<file path="src/hw/rtl/kbf_pkg.sv">
// Shared types, constants and the control store of the keyboard report framer.
package kbf_pkg;

  localparam int MAX_KEYS_DEF  = 6;
  localparam int KEY_SLOTS_DEF = 7;
  localparam int MOD_KEYS      = 6;
  localparam int CFG_AW        = 5;
  localparam int CFG_DW        = 32;

  localparam logic [7:0] BYTE_SOH   = 8'h01;
  localparam logic [7:0] BYTE_STX   = 8'h02;
  localparam logic [7:0] BYTE_ETX   = 8'h03;
  localparam logic [7:0] BYTE_EOT   = 8'h04;
  localparam logic [7:0] SUM_WEIGHT = 8'd211;

  // modifier bit per code register, left_ctrl first; later entries win a tie
  localparam logic [2:0] MOD_BIT [MOD_KEYS] = '{3'd0, 3'd1, 3'd2, 3'd4, 3'd5, 3'd6};

  localparam logic [7:0] MOD_CODE_RST [MOD_KEYS] =
    '{8'd224, 8'd225, 8'd226, 8'd228, 8'd229, 8'd230};

  typedef enum logic [2:0] {
    REG_LEFT_CTRL   = 3'd0,
    REG_LEFT_SHIFT  = 3'd1,
    REG_LEFT_ALT    = 3'd2,
    REG_RIGHT_CTRL  = 3'd3,
    REG_RIGHT_SHIFT = 3'd4,
    REG_RIGHT_ALT   = 3'd5,
    REG_FRAME_TYPE  = 3'd6,
    REG_NONE        = 3'd7
  } reg_idx_t;

  typedef struct packed {
    logic [MOD_KEYS-1:0][7:0] mod_code;
    logic [7:0]               frame_type;
  } cfg_t;

  typedef logic [3:0] step_t;

  typedef enum logic [3:0] {
    SRC_SOH,
    SRC_STX,
    SRC_TYPE,
    SRC_LEN,
    SRC_MOD,
    SRC_KEY,
    SRC_SUM,
    SRC_ETX,
    SRC_EOT
  } src_t;

  typedef enum logic [1:0] {
    SUM_HOLD,
    SUM_INIT,
    SUM_ADD
  } sum_op_t;

  typedef enum logic [1:0] {
    JMP_NEXT,
    JMP_ALWAYS,
    JMP_SLOT_MORE
  } jmp_t;

  typedef struct packed {
    logic    take;
    logic    emit;
    logic    last;
    src_t    src;
    sum_op_t sum_op;
    logic    slot_inc;
    jmp_t    jmp;
    step_t   target;
  } ucode_t;

  typedef struct packed {
    ucode_t uw;
    logic   go;
  } ctl_t;

  typedef struct packed {
    logic out_free;
    logic slot_last;
  } stat_t;

  localparam step_t STEP_TAKE = 4'd0;
  localparam step_t STEP_KEY  = 4'd6;

  function automatic ucode_t ucode_rom(input step_t step);
    ucode_t w;
    w = '0;
    case (step)
      4'd0: begin
        w.take = 1'b1;
      end
      4'd1: begin
        w.emit = 1'b1;
        w.src  = SRC_SOH;
      end
      4'd2: begin
        w.emit = 1'b1;
        w.src  = SRC_STX;
      end
      4'd3: begin
        w.emit = 1'b1;
        w.src  = SRC_TYPE;
      end
      4'd4: begin
        w.emit = 1'b1;
        w.src  = SRC_LEN;
      end
      4'd5: begin
        w.emit   = 1'b1;
        w.src    = SRC_MOD;
        w.sum_op = SUM_INIT;
      end
      4'd6: begin
        w.emit     = 1'b1;
        w.src      = SRC_KEY;
        w.sum_op   = SUM_ADD;
        w.slot_inc = 1'b1;
        w.jmp      = JMP_SLOT_MORE;
        w.target   = STEP_KEY;
      end
      4'd7: begin
        w.emit = 1'b1;
        w.src  = SRC_SUM;
      end
      4'd8: begin
        w.emit = 1'b1;
        w.src  = SRC_ETX;
      end
      4'd9: begin
        w.emit   = 1'b1;
        w.last   = 1'b1;
        w.src    = SRC_EOT;
        w.jmp    = JMP_ALWAYS;
        w.target = STEP_TAKE;
      end
      default: begin
        w.jmp    = JMP_ALWAYS;
        w.target = STEP_TAKE;
      end
    endcase
    return w;
  endfunction

endpackage

</file>
<file path="src/hw/rtl/kbf_cfg_regs.sv">
// APB register file holding the modifier key codes and the frame type byte.
module kbf_cfg_regs
  import kbf_pkg::*;
(
  input  logic              clk,
  input  logic              rst_n,
  input  logic              cfg_psel,
  input  logic              cfg_penable,
  input  logic              cfg_pwrite,
  input  logic [CFG_AW-1:0] cfg_paddr,
  input  logic [CFG_DW-1:0] cfg_pwdata,
  output logic [CFG_DW-1:0] cfg_prdata,
  output logic              cfg_pready,
  output cfg_t              cfg
);

  cfg_t     cfg_r;
  cfg_t     cfg_nxt;
  reg_idx_t idx;
  logic     wr_en;

  assign idx        = reg_idx_t'(cfg_paddr[4:2]);
  assign cfg_pready = 1'b1;
  assign wr_en      = cfg_psel & cfg_penable & cfg_pwrite & cfg_pready;
  assign cfg        = cfg_r;

  always_comb begin
    cfg_nxt = cfg_r;
    if (wr_en) begin
      case (idx)
        REG_LEFT_CTRL:   cfg_nxt.mod_code[0] = cfg_pwdata[7:0];
        REG_LEFT_SHIFT:  cfg_nxt.mod_code[1] = cfg_pwdata[7:0];
        REG_LEFT_ALT:    cfg_nxt.mod_code[2] = cfg_pwdata[7:0];
        REG_RIGHT_CTRL:  cfg_nxt.mod_code[3] = cfg_pwdata[7:0];
        REG_RIGHT_SHIFT: cfg_nxt.mod_code[4] = cfg_pwdata[7:0];
        REG_RIGHT_ALT:   cfg_nxt.mod_code[5] = cfg_pwdata[7:0];
        REG_FRAME_TYPE:  cfg_nxt.frame_type  = cfg_pwdata[7:0];
        default:         cfg_nxt = cfg_r;
      endcase
    end
  end

  always_comb begin
    case (idx)
      REG_LEFT_CTRL:   cfg_prdata = CFG_DW'(cfg_r.mod_code[0]);
      REG_LEFT_SHIFT:  cfg_prdata = CFG_DW'(cfg_r.mod_code[1]);
      REG_LEFT_ALT:    cfg_prdata = CFG_DW'(cfg_r.mod_code[2]);
      REG_RIGHT_CTRL:  cfg_prdata = CFG_DW'(cfg_r.mod_code[3]);
      REG_RIGHT_SHIFT: cfg_prdata = CFG_DW'(cfg_r.mod_code[4]);
      REG_RIGHT_ALT:   cfg_prdata = CFG_DW'(cfg_r.mod_code[5]);
      REG_FRAME_TYPE:  cfg_prdata = CFG_DW'(cfg_r.frame_type);
      default:         cfg_prdata = '0;
    endcase
  end

  always_ff @(posedge clk) begin
    if (!rst_n) begin
      for (int i = 0; i < MOD_KEYS; i++) begin
        cfg_r.mod_code[i] <= MOD_CODE_RST[i];
      end
      cfg_r.frame_type <= '0;
    end else begin
      cfg_r <= cfg_nxt;
    end
  end

endmodule

</file>
<file path="src/hw/rtl/kbf_sequencer.sv">
// Step counter and control store walk with stalls and conditional jumps.
module kbf_sequencer
  import kbf_pkg::*;
(
  input  logic  clk,
  input  logic  rst_n,
  input  logic  in_tvalid,
  output logic  in_tready,
  input  stat_t stat,
  output ctl_t  ctl
);

  step_t  step_r;
  step_t  step_nxt;
  ucode_t uw;
  logic   stall;
  logic   jump;

  assign uw        = ucode_rom(step_r);
  assign in_tready = uw.take;
  assign stall     = (uw.take & ~in_tvalid) | (uw.emit & ~stat.out_free);
  assign ctl.uw    = uw;
  assign ctl.go    = ~stall;

  always_comb begin
    case (uw.jmp)
      JMP_ALWAYS:    jump = 1'b1;
      JMP_SLOT_MORE: jump = ~stat.slot_last;
      default:       jump = 1'b0;
    endcase
  end

  always_comb begin
    step_nxt = step_r;
    if (!stall) begin
      step_nxt = jump ? uw.target : step_r + 4'd1;
    end
  end

  always_ff @(posedge clk) begin
    if (!rst_n) begin
      step_r <= STEP_TAKE;
    end else begin
      step_r <= step_nxt;
    end
  end

endmodule

</file>
<file path="src/hw/rtl/kbf_datapath.sv">
// Modifier byte, held key list, checksum and frame byte output register.
module kbf_datapath
  import kbf_pkg::*;
#(
  parameter int MAX_KEYS  = MAX_KEYS_DEF,
  parameter int KEY_SLOTS = KEY_SLOTS_DEF
) (
  input  logic       clk,
  input  logic       rst_n,
  input  cfg_t       cfg,
  input  ctl_t       ctl,
  output stat_t      stat,
  input  logic [7:0] in_tdata,
  input  logic       in_tuser,
  output logic       out_tvalid,
  input  logic       out_tready,
  output logic [7:0] out_tdata,
  output logic       out_tlast
);

  localparam int CNT_W  = $clog2(MAX_KEYS + 1);
  localparam int SLOT_W = (KEY_SLOTS > 1) ? $clog2(KEY_SLOTS) : 1;
  localparam logic [7:0] LEN_BYTE = 8'(1 + KEY_SLOTS);

  logic [7:0]       mod_r,   mod_nxt;
  logic [7:0]       held_r   [MAX_KEYS];
  logic [7:0]       held_nxt [MAX_KEYS];
  logic [CNT_W-1:0] count_r, count_nxt;
  logic [SLOT_W-1:0] slot_r, slot_nxt;
  logic [7:0]       sum_r,   sum_nxt;
  logic [7:0]       out_data_r;
  logic             out_last_r;
  logic             out_valid_r;

  logic             take;
  logic             emit;
  logic             is_mod;
  logic [7:0]       mod_mask;
  logic [MAX_KEYS-1:0] hit;
  logic             found;
  logic [7:0]       key_byte;
  logic [7:0]       byte_sel;
  logic [7:0]       weighted;

  assign take = ctl.go & ctl.uw.take;
  assign emit = ctl.go & ctl.uw.emit;

  assign stat.out_free  = ~out_valid_r | out_tready;
  assign stat.slot_last = (slot_r == SLOT_W'(KEY_SLOTS - 1));

  assign out_tvalid = out_valid_r;
  assign out_tdata  = out_data_r;
  assign out_tlast  = out_last_r;

  always_comb begin
    is_mod   = 1'b0;
    mod_mask = '0;
    for (int i = 0; i < MOD_KEYS; i++) begin
      if (cfg.mod_code[i] == in_tdata) begin
        is_mod   = 1'b1;
        mod_mask = 8'(1) << MOD_BIT[i];
      end
    end
  end

  always_comb begin
    hit = '0;
    for (int j = 0; j < MAX_KEYS; j++) begin
      hit[j] = (j < int'(count_r)) && (held_r[j] == in_tdata);
      if (j > 0) begin
        hit[j] = hit[j] | hit[j-1];
      end
    end
    found = hit[MAX_KEYS-1];
  end

  always_comb begin
    key_byte = '0;
    for (int j = 0; j < MAX_KEYS; j++) begin
      if ((j < int'(count_r)) && (int'(slot_r) == j)) begin
        key_byte = held_r[j];
      end
    end
  end

  always_comb begin
    case (ctl.uw.src)
      SRC_SOH:  byte_sel = BYTE_SOH;
      SRC_STX:  byte_sel = BYTE_STX;
      SRC_TYPE: byte_sel = cfg.frame_type;
      SRC_LEN:  byte_sel = LEN_BYTE;
      SRC_MOD:  byte_sel = mod_r;
      SRC_KEY:  byte_sel = key_byte;
      SRC_SUM:  byte_sel = sum_r;
      SRC_ETX:  byte_sel = BYTE_ETX;
      SRC_EOT:  byte_sel = BYTE_EOT;
      default:  byte_sel = '0;
    endcase
  end

  assign weighted = 8'(16'(byte_sel) * 16'(SUM_WEIGHT));

  always_comb begin
    mod_nxt   = mod_r;
    count_nxt = count_r;
    for (int j = 0; j < MAX_KEYS; j++) begin
      held_nxt[j] = held_r[j];
    end
    if (take) begin
      if (is_mod) begin
        mod_nxt = in_tuser ? (mod_r | mod_mask) : (mod_r & ~mod_mask);
      end else if (in_tuser) begin
        if (int'(count_r) < MAX_KEYS) begin
          for (int j = 0; j < MAX_KEYS; j++) begin
            if (int'(count_r) == j) begin
              held_nxt[j] = in_tdata;
            end
          end
          count_nxt = count_r + CNT_W'(1);
        end
      end else if (found) begin
        // close up behind the first matching entry
        for (int j = 0; j < MAX_KEYS - 1; j++) begin
          if (hit[j]) begin
            held_nxt[j] = held_r[j+1];
          end
        end
        count_nxt = count_r - CNT_W'(1);
      end
    end
  end

  always_comb begin
    slot_nxt = slot_r;
    sum_nxt  = sum_r;
    if (take) begin
      slot_nxt = '0;
    end else if (emit) begin
      if (ctl.uw.slot_inc && !stat.slot_last) begin
        slot_nxt = slot_r + SLOT_W'(1);
      end
      case (ctl.uw.sum_op)
        SUM_INIT: sum_nxt = weighted;
        SUM_ADD:  sum_nxt = sum_r + weighted;
        default:  sum_nxt = sum_r;
      endcase
    end
  end

  always_ff @(posedge clk) begin
    if (!rst_n) begin
      mod_r       <= '0;
      count_r     <= '0;
      slot_r      <= '0;
      out_valid_r <= 1'b0;
    end else begin
      mod_r   <= mod_nxt;
      count_r <= count_nxt;
      slot_r  <= slot_nxt;
      if (emit) begin
        out_valid_r <= 1'b1;
      end else if (out_tready) begin
        out_valid_r <= 1'b0;
      end
    end
  end

  always_ff @(posedge clk) begin
    for (int j = 0; j < MAX_KEYS; j++) begin
      held_r[j] <= held_nxt[j];
    end
    sum_r <= sum_nxt;
    if (emit) begin
      out_data_r <= byte_sel;
      out_last_r <= ctl.uw.last;
    end
  end

endmodule

</file>
<file path="src/hw/rtl/keyboard_report_framer_core.sv">
// Top level of the keyboard report framer: key events in, framed report bytes out.
//
// in_*  : one word per key event; in_tdata is the key code, in_tuser is 1 for a press.
// out_* : one word per frame byte; out_tlast marks the closing EOT byte.
// cfg_* : APB register port; modifier key codes at 0x00-0x14, frame type at 0x18.
//
// Each accepted event updates the modifier byte and the held key list, then
// produces a frame of KEY_SLOTS + 8 bytes: SOH, STX, type, length, modifier,
// KEY_SLOTS key bytes, checksum, ETX, EOT.
// One control store step accepts and applies the event, then one step per
// byte follows. After acceptance the sequencer moves to the SOH step, which
// loads the first byte into the output register; the key slot loop of
// the sequencer sets the frame length and so the event rate.
// A stalled out_tready holds the sequencer on its current byte step; the
// output register keeps its word until taken. No new event is taken before
// the previous frame's last byte has been loaded.
// Reset clears the modifier byte, the key count and the sequencer, and
// restores the default modifier codes and a frame type of zero.
module keyboard_report_framer_core
  import kbf_pkg::*;
#(
  parameter int MAX_KEYS  = MAX_KEYS_DEF,
  parameter int KEY_SLOTS = KEY_SLOTS_DEF
) (
  input  logic              clk,
  input  logic              rst_n,
  input  logic              in_tvalid,
  output logic              in_tready,
  input  logic [7:0]        in_tdata,     // [7:0] key_code
  input  logic              in_tuser,     // [0] is_press
  output logic              out_tvalid,
  input  logic              out_tready,
  output logic [7:0]        out_tdata,    // [7:0] frame_byte
  output logic              out_tlast,
  input  logic              cfg_psel,
  input  logic              cfg_penable,
  input  logic              cfg_pwrite,
  input  logic [CFG_AW-1:0] cfg_paddr,
  input  logic [CFG_DW-1:0] cfg_pwdata,
  output logic [CFG_DW-1:0] cfg_prdata,
  output logic              cfg_pready
);

  cfg_t  cfg;
  ctl_t  ctl;
  stat_t stat;

  kbf_cfg_regs u_cfg_regs (
    .clk         (clk),
    .rst_n       (rst_n),
    .cfg_psel    (cfg_psel),
    .cfg_penable (cfg_penable),
    .cfg_pwrite  (cfg_pwrite),
    .cfg_paddr   (cfg_paddr),
    .cfg_pwdata  (cfg_pwdata),
    .cfg_prdata  (cfg_prdata),
    .cfg_pready  (cfg_pready),
    .cfg         (cfg)
  );

  kbf_sequencer u_sequencer (
    .clk       (clk),
    .rst_n     (rst_n),
    .in_tvalid (in_tvalid),
    .in_tready (in_tready),
    .stat      (stat),
    .ctl       (ctl)
  );

  kbf_datapath #(
    .MAX_KEYS  (MAX_KEYS),
    .KEY_SLOTS (KEY_SLOTS)
  ) u_datapath (
    .clk        (clk),
    .rst_n      (rst_n),
    .cfg        (cfg),
    .ctl        (ctl),
    .stat       (stat),
    .in_tdata   (in_tdata),
    .in_tuser   (in_tuser),
    .out_tvalid (out_tvalid),
    .out_tready (out_tready),
    .out_tdata  (out_tdata),
    .out_tlast  (out_tlast)
  );

endmodule

</file>
<file path="config.mk">
export PLATFORM = sky130hd
export DESIGN_NAME = keyboard_report_framer_core
export DESIGN_NICKNAME = d
export VERILOG_FILES = /design/src/hw/rtl/kbf_pkg.sv /design/src/hw/rtl/kbf_cfg_regs.sv /design/src/hw/rtl/kbf_sequencer.sv /design/src/hw/rtl/kbf_datapath.sv /design/src/hw/rtl/keyboard_report_framer_core.sv
export SDC_FILE = /design/constraint.sdc
export NUM_CORES = 1
export LEC_CHECK = 0
export ABC_AREA = 0
export ABC_CLOCK_PERIOD_IN_PS = 12700
export BUFFER_PORTS_ARGS = -buffer_cell sky130_fd_sc_hd__buf_2
export CAP_MARGIN = 20
export CORE_UTILIZATION = 65
export CTS_CLUSTER_DIAMETER = 120
export CTS_CLUSTER_SIZE = 24
export DETAILED_ROUTE_END_ITERATION = 6
export GPL_TIMING_DRIVEN = 0
export PLACE_DENSITY = 0.94
export SETUP_SLACK_MARGIN = 0.02
export SLEW_MARGIN = 10
export SYNTH_ARGS = -nofsm -noshare
export SYNTH_HDL_FRONTEND = slang
export SYNTH_SLANG_ARGS = --single-unit
</file>
<file path="constraint.sdc">
create_clock -name clk -period 12.7 [get_ports clk]
set_input_delay 2.54 -clock clk [delete_from_list [all_inputs] [get_ports clk]]
set_output_delay 2.54 -clock clk [all_outputs]
set_load 0.02 [all_outputs]
</file>
==> results of run 1 <==
report_power, final:
group | switching, mW | internal [mW] | total [mW]
clock | 0.195 | 0.285 | 0.480
sequential | 0.0240 | 0.517 | 0.541
combinational | 0.310 | 0.187 | 0.497
routing by layer:
| layer | vias to the layer above | routed length [um] |
|---|---|---|
| met4 | 0 | 1594 |
| met1 | 3726 | 9405 |
| li1 | 3547 | - |
| met5 | - | 0 |
| met3 | 166 | 2874 |
| met2 | 650 | 11960 |
cell usage after synthesis (all sizes together) (8+ instances only):
master	instances
nand2	100
dfxtp	73
xnor2	70
edfxtp	65
inv	63
o21ai	62
buf	47
xor2	45
mux2i	44
nor2	42
ha	40
clkbuf	33
nor2b	31
nand3	24
nand4	22
a21boi	19
a21oi	18
nor3	18
mux2	15
a211oi	10
a22oi	10
nor4	9
o211ai	8
flip-flops by register name, summed over array words and instances, names as in the netlist, named ones only:
name / flops
u_sequencer.step_r: 4
u_datapath.out_tdata: 8
u_cfg_regs.cfg: 56
u_datapath.out_tlast: 1
u_datapath.sum_r: 8
u_datapath.out_tvalid: 1
u_datapath.held_r: 48
u_datapath.count_r: 3
u_datapath.slot_r: 3
metrics by stage:
stage / cells / power [mW] / util, % / hold WS, ps
6_report: 1244 / 1.518 / 75.63 / 501.0
5_1_grt: 1244 / 1.573 / 75.63 / 494.6
4_1_cts: 1241 / 1.502 / 75.52 / 486.7
3_3_place_gp: 1207 / 0.9941 / 71.26 / 470.8
2_1_floorplan: 987 / 0.8941 / - / 443.0
3_5_place_dp: 1209 / 1.022 / 71.34 / 482.0
worst reg2reg max path: cells and delay by family (launching register included):
kind	cells	cell delay [ps]
AO/OA/AOI/OAI	7	2740
adder cells (fa/ha/maj)	6	1990
XOR/XNOR	3	480
flip-flops	1	360
buffers and inverters	2	370
AND/OR/NAND/NOR	2	300
layout by cell type, fill, tap and decap left out, drive strengths merged, types with 5 or more instances in the layout:
| cell | Yosys | layout |
|---|---|---|
| clkbuf | 33 | 53 |
| and3 | 6 | 6 |
| mux2i | 44 | 44 |
| clkinv | 0 | 8 |
| nor2 | 42 | 42 |
| nand4 | 22 | 22 |
| xor2 | 45 | 45 |
| inv | 63 | 63 |
| xnor2 | 70 | 70 |
| nand3 | 24 | 24 |
| a32oi | 6 | 6 |
| edfxtp | 65 | 65 |
| dfxtp | 73 | 73 |
| nor2b | 31 | 31 |
| a21boi | 19 | 19 |
| nand2b | 5 | 5 |
| nor3 | 18 | 18 |
| and2 | 7 | 7 |
| a21oi | 18 | 18 |
| nand2 | 100 | 100 |
| ha | 40 | 40 |
| or3 | 5 | 5 |
| a21o | 7 | 7 |
| o211ai | 8 | 8 |
| o21ai | 62 | 62 |
| mux2 | 15 | 15 |
| buf | 47 | 94 |
| a22oi | 10 | 10 |
| nor4 | 9 | 9 |
| conb | 2 | 25 |
| a221o | 6 | 6 |
| a211oi | 10 | 10 |
layout make-up:
cell class,instances,area (sq um)
Buffer,80,434.2
Clock buffer,18,429.2
Clock inverter,14,131.4
Fill cell,900,3266
Inverter,63,236.5
Multi-Input combinational cell,706,5025
Sequential cell,138,3413
Tap cell,176,220.2
Timing Repair Buffer,49,245.2
logic make-up (layout without fill, tap and decap cells):
logic type,after synthesis,in the layout,share of synthesized area [%]
compound gates,182,182,14.15
xor+xnor,116,116,11.41
fa+ha+maj,44,44,6.435
buf+inv,143,224,7.433
flops,138,138,37.83
mux,62,62,7.502
other cells,2,25,0.08324
simple gates,277,277,15.16
worst max-delay path by stage:
stage | slack (ps) | end | cells past startpoint | from
6_report | 5520 | cfg_prdata[5] | 9 | cfg_paddr[3]
5_1_grt | 5410 | cfg_prdata[6] | 9 | cfg_paddr[3]
4_1_cts | 5600 | cfg_prdata[5] | 9 | cfg_paddr[3]
3_5_place_dp | 5630 | cfg_prdata[5] | 9 | cfg_paddr[3]
3_3_place_gp | 5660 | cfg_prdata[6] | 9 | cfg_paddr[3]
2_1_floorplan | 6180 | cfg_prdata[7] | 5 | cfg_paddr[3]
==> reports/results.txt, run 1 <==
Post-route setup TNS = 0 ps
Vias = 8089
Final worst path period share = 56.57%
Gr busiest metal = met2
GR Util met1 = 45.95%
Post-synth top area cell = edfxtp_1
Worst reg2reg endpoint = u_datapath.sum_r[7]
Cts repair resizes = 0
Grt ovf = 0
Dominant synthesized flop cell = dfxtp_1
Max Freq = 0.1392 GHz
Port Buffers = 44
Worst hold path type = reg2reg
Leak Pwr = 4.065 nW
Crit path largest cell delay = 540 ps
Worst path buffer plus inverter count = 4
Final WL = 25.83 mm
Router iterations before antenna repair = 7
Ant diodes = 0
Crit path DAT = 4640 ps
FP Rows = 42
Final critical-path required period = 7184 ps
Initial antenna violation count = 0
Post-DRT Antenna Nets = 0
Residual DRC = 25
TritonCTS Buffers = 17
Number of global-route vias before repair = 7618
Iter 0 DRT Violations = 1268
CP Cell Sequence = buf_2 -> clkbuf_1 -> clkbuf_1 -> nor2_1 -> a22oi_1 -> nor2_1 -> a21oi_1 -> o21ai_0 -> buf_2
Gr usage total = 36.91%
Place WS = 5629 ps
Post CTS Setup Buffer Count = 0
GRT met3 Usage = 7.414%
Core ar. = 0.01340 sq mm
Critical Path Fanout Max = 10
CTS Root Cell = clkbuf_16
Syn Std Cell Area = 0.009022 sq mm
Post-Syn Area per Cell = 9.359 sq um
Post-synthesis cell type count = 72
Hold Vio Cnt, Final = 0
Synth area leaders = edfxtp_1, dfxtp_1, xnor2_1, ha_1, mux2i_1
Element type at the critical path end = output pin
H-Tree Depth = 4
Largest net degree at the start of global routing = 17
Critical Path RT = 10160 ps
Clk slew on worst S/H paths = 60 ps
# clock sinks = 138
Global Route met2 Usage = 60.30%
Vias per inst = 6.502
Critical path class = in2out
RSZ-0062 raised after global routing = no
Post-route cell area = 0.01013 sq mm
Failing checks = DRC
Critical-path top delay cell = clkbuf_1
Top-area cell type share of the netlist area = 21.63%
Clock Path Buffers = 2
Die Wd = 119.8 um
FF-to-FF Start = u_datapath.count_r[1]
Detailed Place HPWL = 18.69 mm
Final GP Congestion = 0.9566
Hold buffers post-CTS = 0
Number of flops mapped to enable cells by yosys = 65
Max Cap Viol = 0
Area Overhead vs Synth = 12.33%
Power Dens Cells = 149.8 mW/mm^2
Cells after Synth = 964
VDD IR-drop max = 132.0 uV
Delay-heaviest family, CP = buffers and inverters
CTS tree = built
Net count, final = 1152
Relative slew slack = 22.84%
Starting Density = 67.33%
Die Y = 119.8 um
Area of the die = 0.01436 sq mm
Final setup viols = 0
Avg WL per Cell = 20.77 um
Placed cell area = 0.009559 sq mm
Final Skew = 6.909 ps
Synth warn = 0
Worst slew pin tran = 1153 ps
Io pins = 97
CP Launch Type = primary input
Number of cells on the worst hold path = 2
Clock Latency Late Sink = 430 ps
Status = finished, violations left
Max Slew Vio Count = 0
Number of synthesized register bits = 138
Reg2Reg Depth = 20
R2r setup slk = 6190 ps
Post-route setup slack = 5516 ps
First-pass GRT wire length = 40.25 mm
Post-synthesis async set-or-reset flop share = 0%
Layout cells sized above 1 = 13.95%
Sequential cell area fraction in the yosys report = 37.83%
No activity file was read; power rests on OpenSTA's default activity.
==> run 2: changes to the inputs <==
--- a/config.mk
+++ b/config.mk
@@ -6,15 +6,15 @@
 export NUM_CORES = 1
 export LEC_CHECK = 0
 export ABC_AREA = 0
-export ABC_CLOCK_PERIOD_IN_PS = 12700
+export ABC_CLOCK_PERIOD_IN_PS = 6100
 export BUFFER_PORTS_ARGS = -buffer_cell sky130_fd_sc_hd__buf_2
 export CAP_MARGIN = 20
-export CORE_UTILIZATION = 65
+export CORE_UTILIZATION = 54
 export CTS_CLUSTER_DIAMETER = 120
 export CTS_CLUSTER_SIZE = 24
 export DETAILED_ROUTE_END_ITERATION = 6
 export GPL_TIMING_DRIVEN = 0
-export PLACE_DENSITY = 0.94
+export PLACE_DENSITY = 0.84
 export SETUP_SLACK_MARGIN = 0.02
 export SLEW_MARGIN = 10
 export SYNTH_ARGS = -nofsm -noshare
==> constraint.sdc (replaced) <==
create_clock -name clk -period 6.1 [get_ports clk]
set_input_delay 1.22 -clock clk [delete_from_list [all_inputs] [get_ports clk]]
set_output_delay 1.22 -clock clk [all_outputs]
set_load 0.02 [all_outputs]
==> reports/results.txt, run 2 (synthesis gave the netlist of run 1 again) <==
Status = finished, final reports clean
Residual DRC = 0 (-100%)
Layout cells sized above 1 = 14.86% (+0.91 points)
Grt ovf = 0 (unchanged)
Max Cap Viol = 0 (unchanged)
Critical-path top delay cell = fa_1
Vias per inst = 5.869 (-9.7%)
Crit path DAT = 6010 ps (+1370 ps)
Max Freq = 0.1720 GHz
Max Slew Vio Count = 0 (unchanged)
Cell mode on critical path = ha_1
Avg WL per Cell = 18.80 um (-9.5%)
Critical path class = reg2reg
Area Overhead vs Synth = 13.65%
Worst slew pin tran = 1113 ps (-40.18 ps)
Commonest non-fill, non-tap cell in the layout = nand2_1
Clock Latency Late Sink = 440 ps (about the same)
CP startpoint = u_datapath.count_r[1]
Iter 0 DRT Violations = 751 (-41%)
Critical Path Fanout Max = 10 (unchanged)
Total power = 3.208 mW (+110%)
TritonCTS Buffers = 17 (unchanged)
Final GP Congestion = 0.9659 (+0.97%)
Max FFs per register = 56 (unchanged)
Area of the die = 0.01723 sq mm (+20%)
Hold buffers post-CTS = 0 (unchanged)
Die Y = 131.3 um (+9.6%)
Detailed Place HPWL = 18.35 mm (-1.8%)
# clock sinks = 138 (unchanged)
Largest net degree at the start of global routing = 17 (unchanged)
WL met3 = 1.959 mm (-32%)
Worst hold path type = reg2reg
Post-DRT Antenna Nets = 0 (unchanged)
RSZ-0062 raised after global routing = no
Vias = 7547 (-6.7%)
Number of global-route vias before repair = 7170 (-5.9%)
CP Launch Type = flop
Hold slack final = 479.9 ps (-21.05 ps)
Final Skew = 9.545 ps (+2.636 ps)
Clock Path Buffers = 2 (unchanged)
Power Dens Cells = 312.8 mW/mm^2 (+110%)
Clk slew on worst S/H paths = 60 ps (about the same)
First-pass GRT wire length = 38.45 mm (-4.5%)
Io pins = 97 (unchanged)
Gr usage total = 28.70% (-8.2 points)
CTS Root Cell = clkbuf_16
Ant diodes = 0 (unchanged)
Port Buffers = 44 (unchanged)
Finished Layout Cells = 1286 (+3.4%)
Core ar. = 0.01612 sq mm (+20%)
Commonest cells after routing, fill and taps aside = nand2_1, dfxtp_1, xnor2_1
Starting Density = 55.99% (-11 points)
Net count, final = 1154 (+0.17%)
Critical Path RT = 6290 ps (-3870 ps)
FP Rows = 46 (+9.5%)
Hold Vio Cnt, Final = 0 (unchanged)
Final critical-path required period = 5813 ps
Top routing layer used = met4
VDD IR-drop max = 227.6 uV (+72%)
Leak Pwr = 4.116 nW (+1.2%)
FF-to-FF Start = u_datapath.count_r[1]
Relative slew slack = 25.53% (+2.7 points)
Final WL = 24.17 mm (-6.4%)
Crit path largest cell delay = 460 ps (-80 ps)
CP Cell Sequence = buf_2 -> inv_1 -> ha_1 -> nand2b_1 -> a2111oi_4 -> buf_4 -> a221o_1 -> o211ai_1 -> o211ai_1 -> o21ai_0 -> o211ai_1 -> ha_1 -> fa_1 -> ha_1 -> ha_1 -> a21oi_1 -> xnor2_1 -> ha_1 -> o41ai_1 -> xnor2_1 -> nand2_1 -> xnor2_1
CTS tree = built
Initial antenna violation count = 0 (unchanged)
M1 WL = 9.861 mm (+4.8%)
Element type at the critical path end = flop
H-Tree Depth = 4 (unchanged)
Final setup viols = 0 (unchanged)
Die Wd = 131.3 um (+9.6%)
Placed cell count = 1250 (+3.4%)
Final worst path period share = 95.29%
Router iterations before antenna repair = 6 (-1)
WL met2 = 11.31 mm (-5.5%)
==> run 2: cell count changes in the layout (fill, tap and decap cells not counted), moves of 2 or more <==
cell and change:
clkinv_1 -5, buf_4 +2, buf_2 +2, inv_6 +5, clkinvlp_4 -2
==> run 2: routing by layer <==
layer  track usage, %  up-vias
met5                0        -
met1            36.49     3533
met3            5.864       81
li1                 -     3551
met2            46.28      382
met4            14.53        0
==> run 2: worst paths after layout <==
check                        end  slack [ps]  depth (start not counted)
max reg2reg  u_datapath.sum_r[7]         290                         22
min                         flop         480                          2
max          u_datapath.sum_r[7]         290                         22
min reg2reg                 flop         480                          2
==> run 2: critical path, delay by kind of cell (launching register included) <==
family / cells / cell delay (ps)
AOI/OAI and AO/OA: 8 / 2020
xor gates and xnor gates: 3 / 450
DFF: 1 / 360
and+or+nand+nor: 2 / 270
buffers and inverters: 3 / 540
adders and majority gates: 6 / 1910
==> run 2: layout make-up <==
class / count / area [sq um]
Fill cell: 1298 / 5862
Sequential cell: 138 / 3413
Buffer: 80 / 434.2
Inverter: 63 / 236.5
Timing Repair Buffer: 51 / 260.3
Multi-Input combinational cell: 706 / 5030
Tap cell: 216 / 270.3
Clock buffer: 19 / 455.4
Clock inverter: 13 / 153.9
==> run 2: what timing repair did <==
item,in CTS,in global routing
resized for setup,1,2
pin swaps,0,2
setup endpoints to repair,1,1
setup buffers,0,1
hold endpoints to repair,0,0
==> run 2: per-stage QoR <==
step,cell area [sq um],setup TNS (ps),util (%),setup slack (ps)
detailed placement,9617,-10.06,59.67,-10.06
global route,10250,0,63.63,123.0
global placement,9599,-5.006,59.57,-5.006
floorplan,9109,0,-,1086
finish,10250,0,63.63,287.3
CTS,10230,0,63.46,115.2
==> run 2: power breakdown <==
group	internal, mW	total, mW	switching [mW]
Clock	0.638	1.09	0.448
Sequential	1.08	1.12	0.0486
Combinational	0.392	0.998	0.605
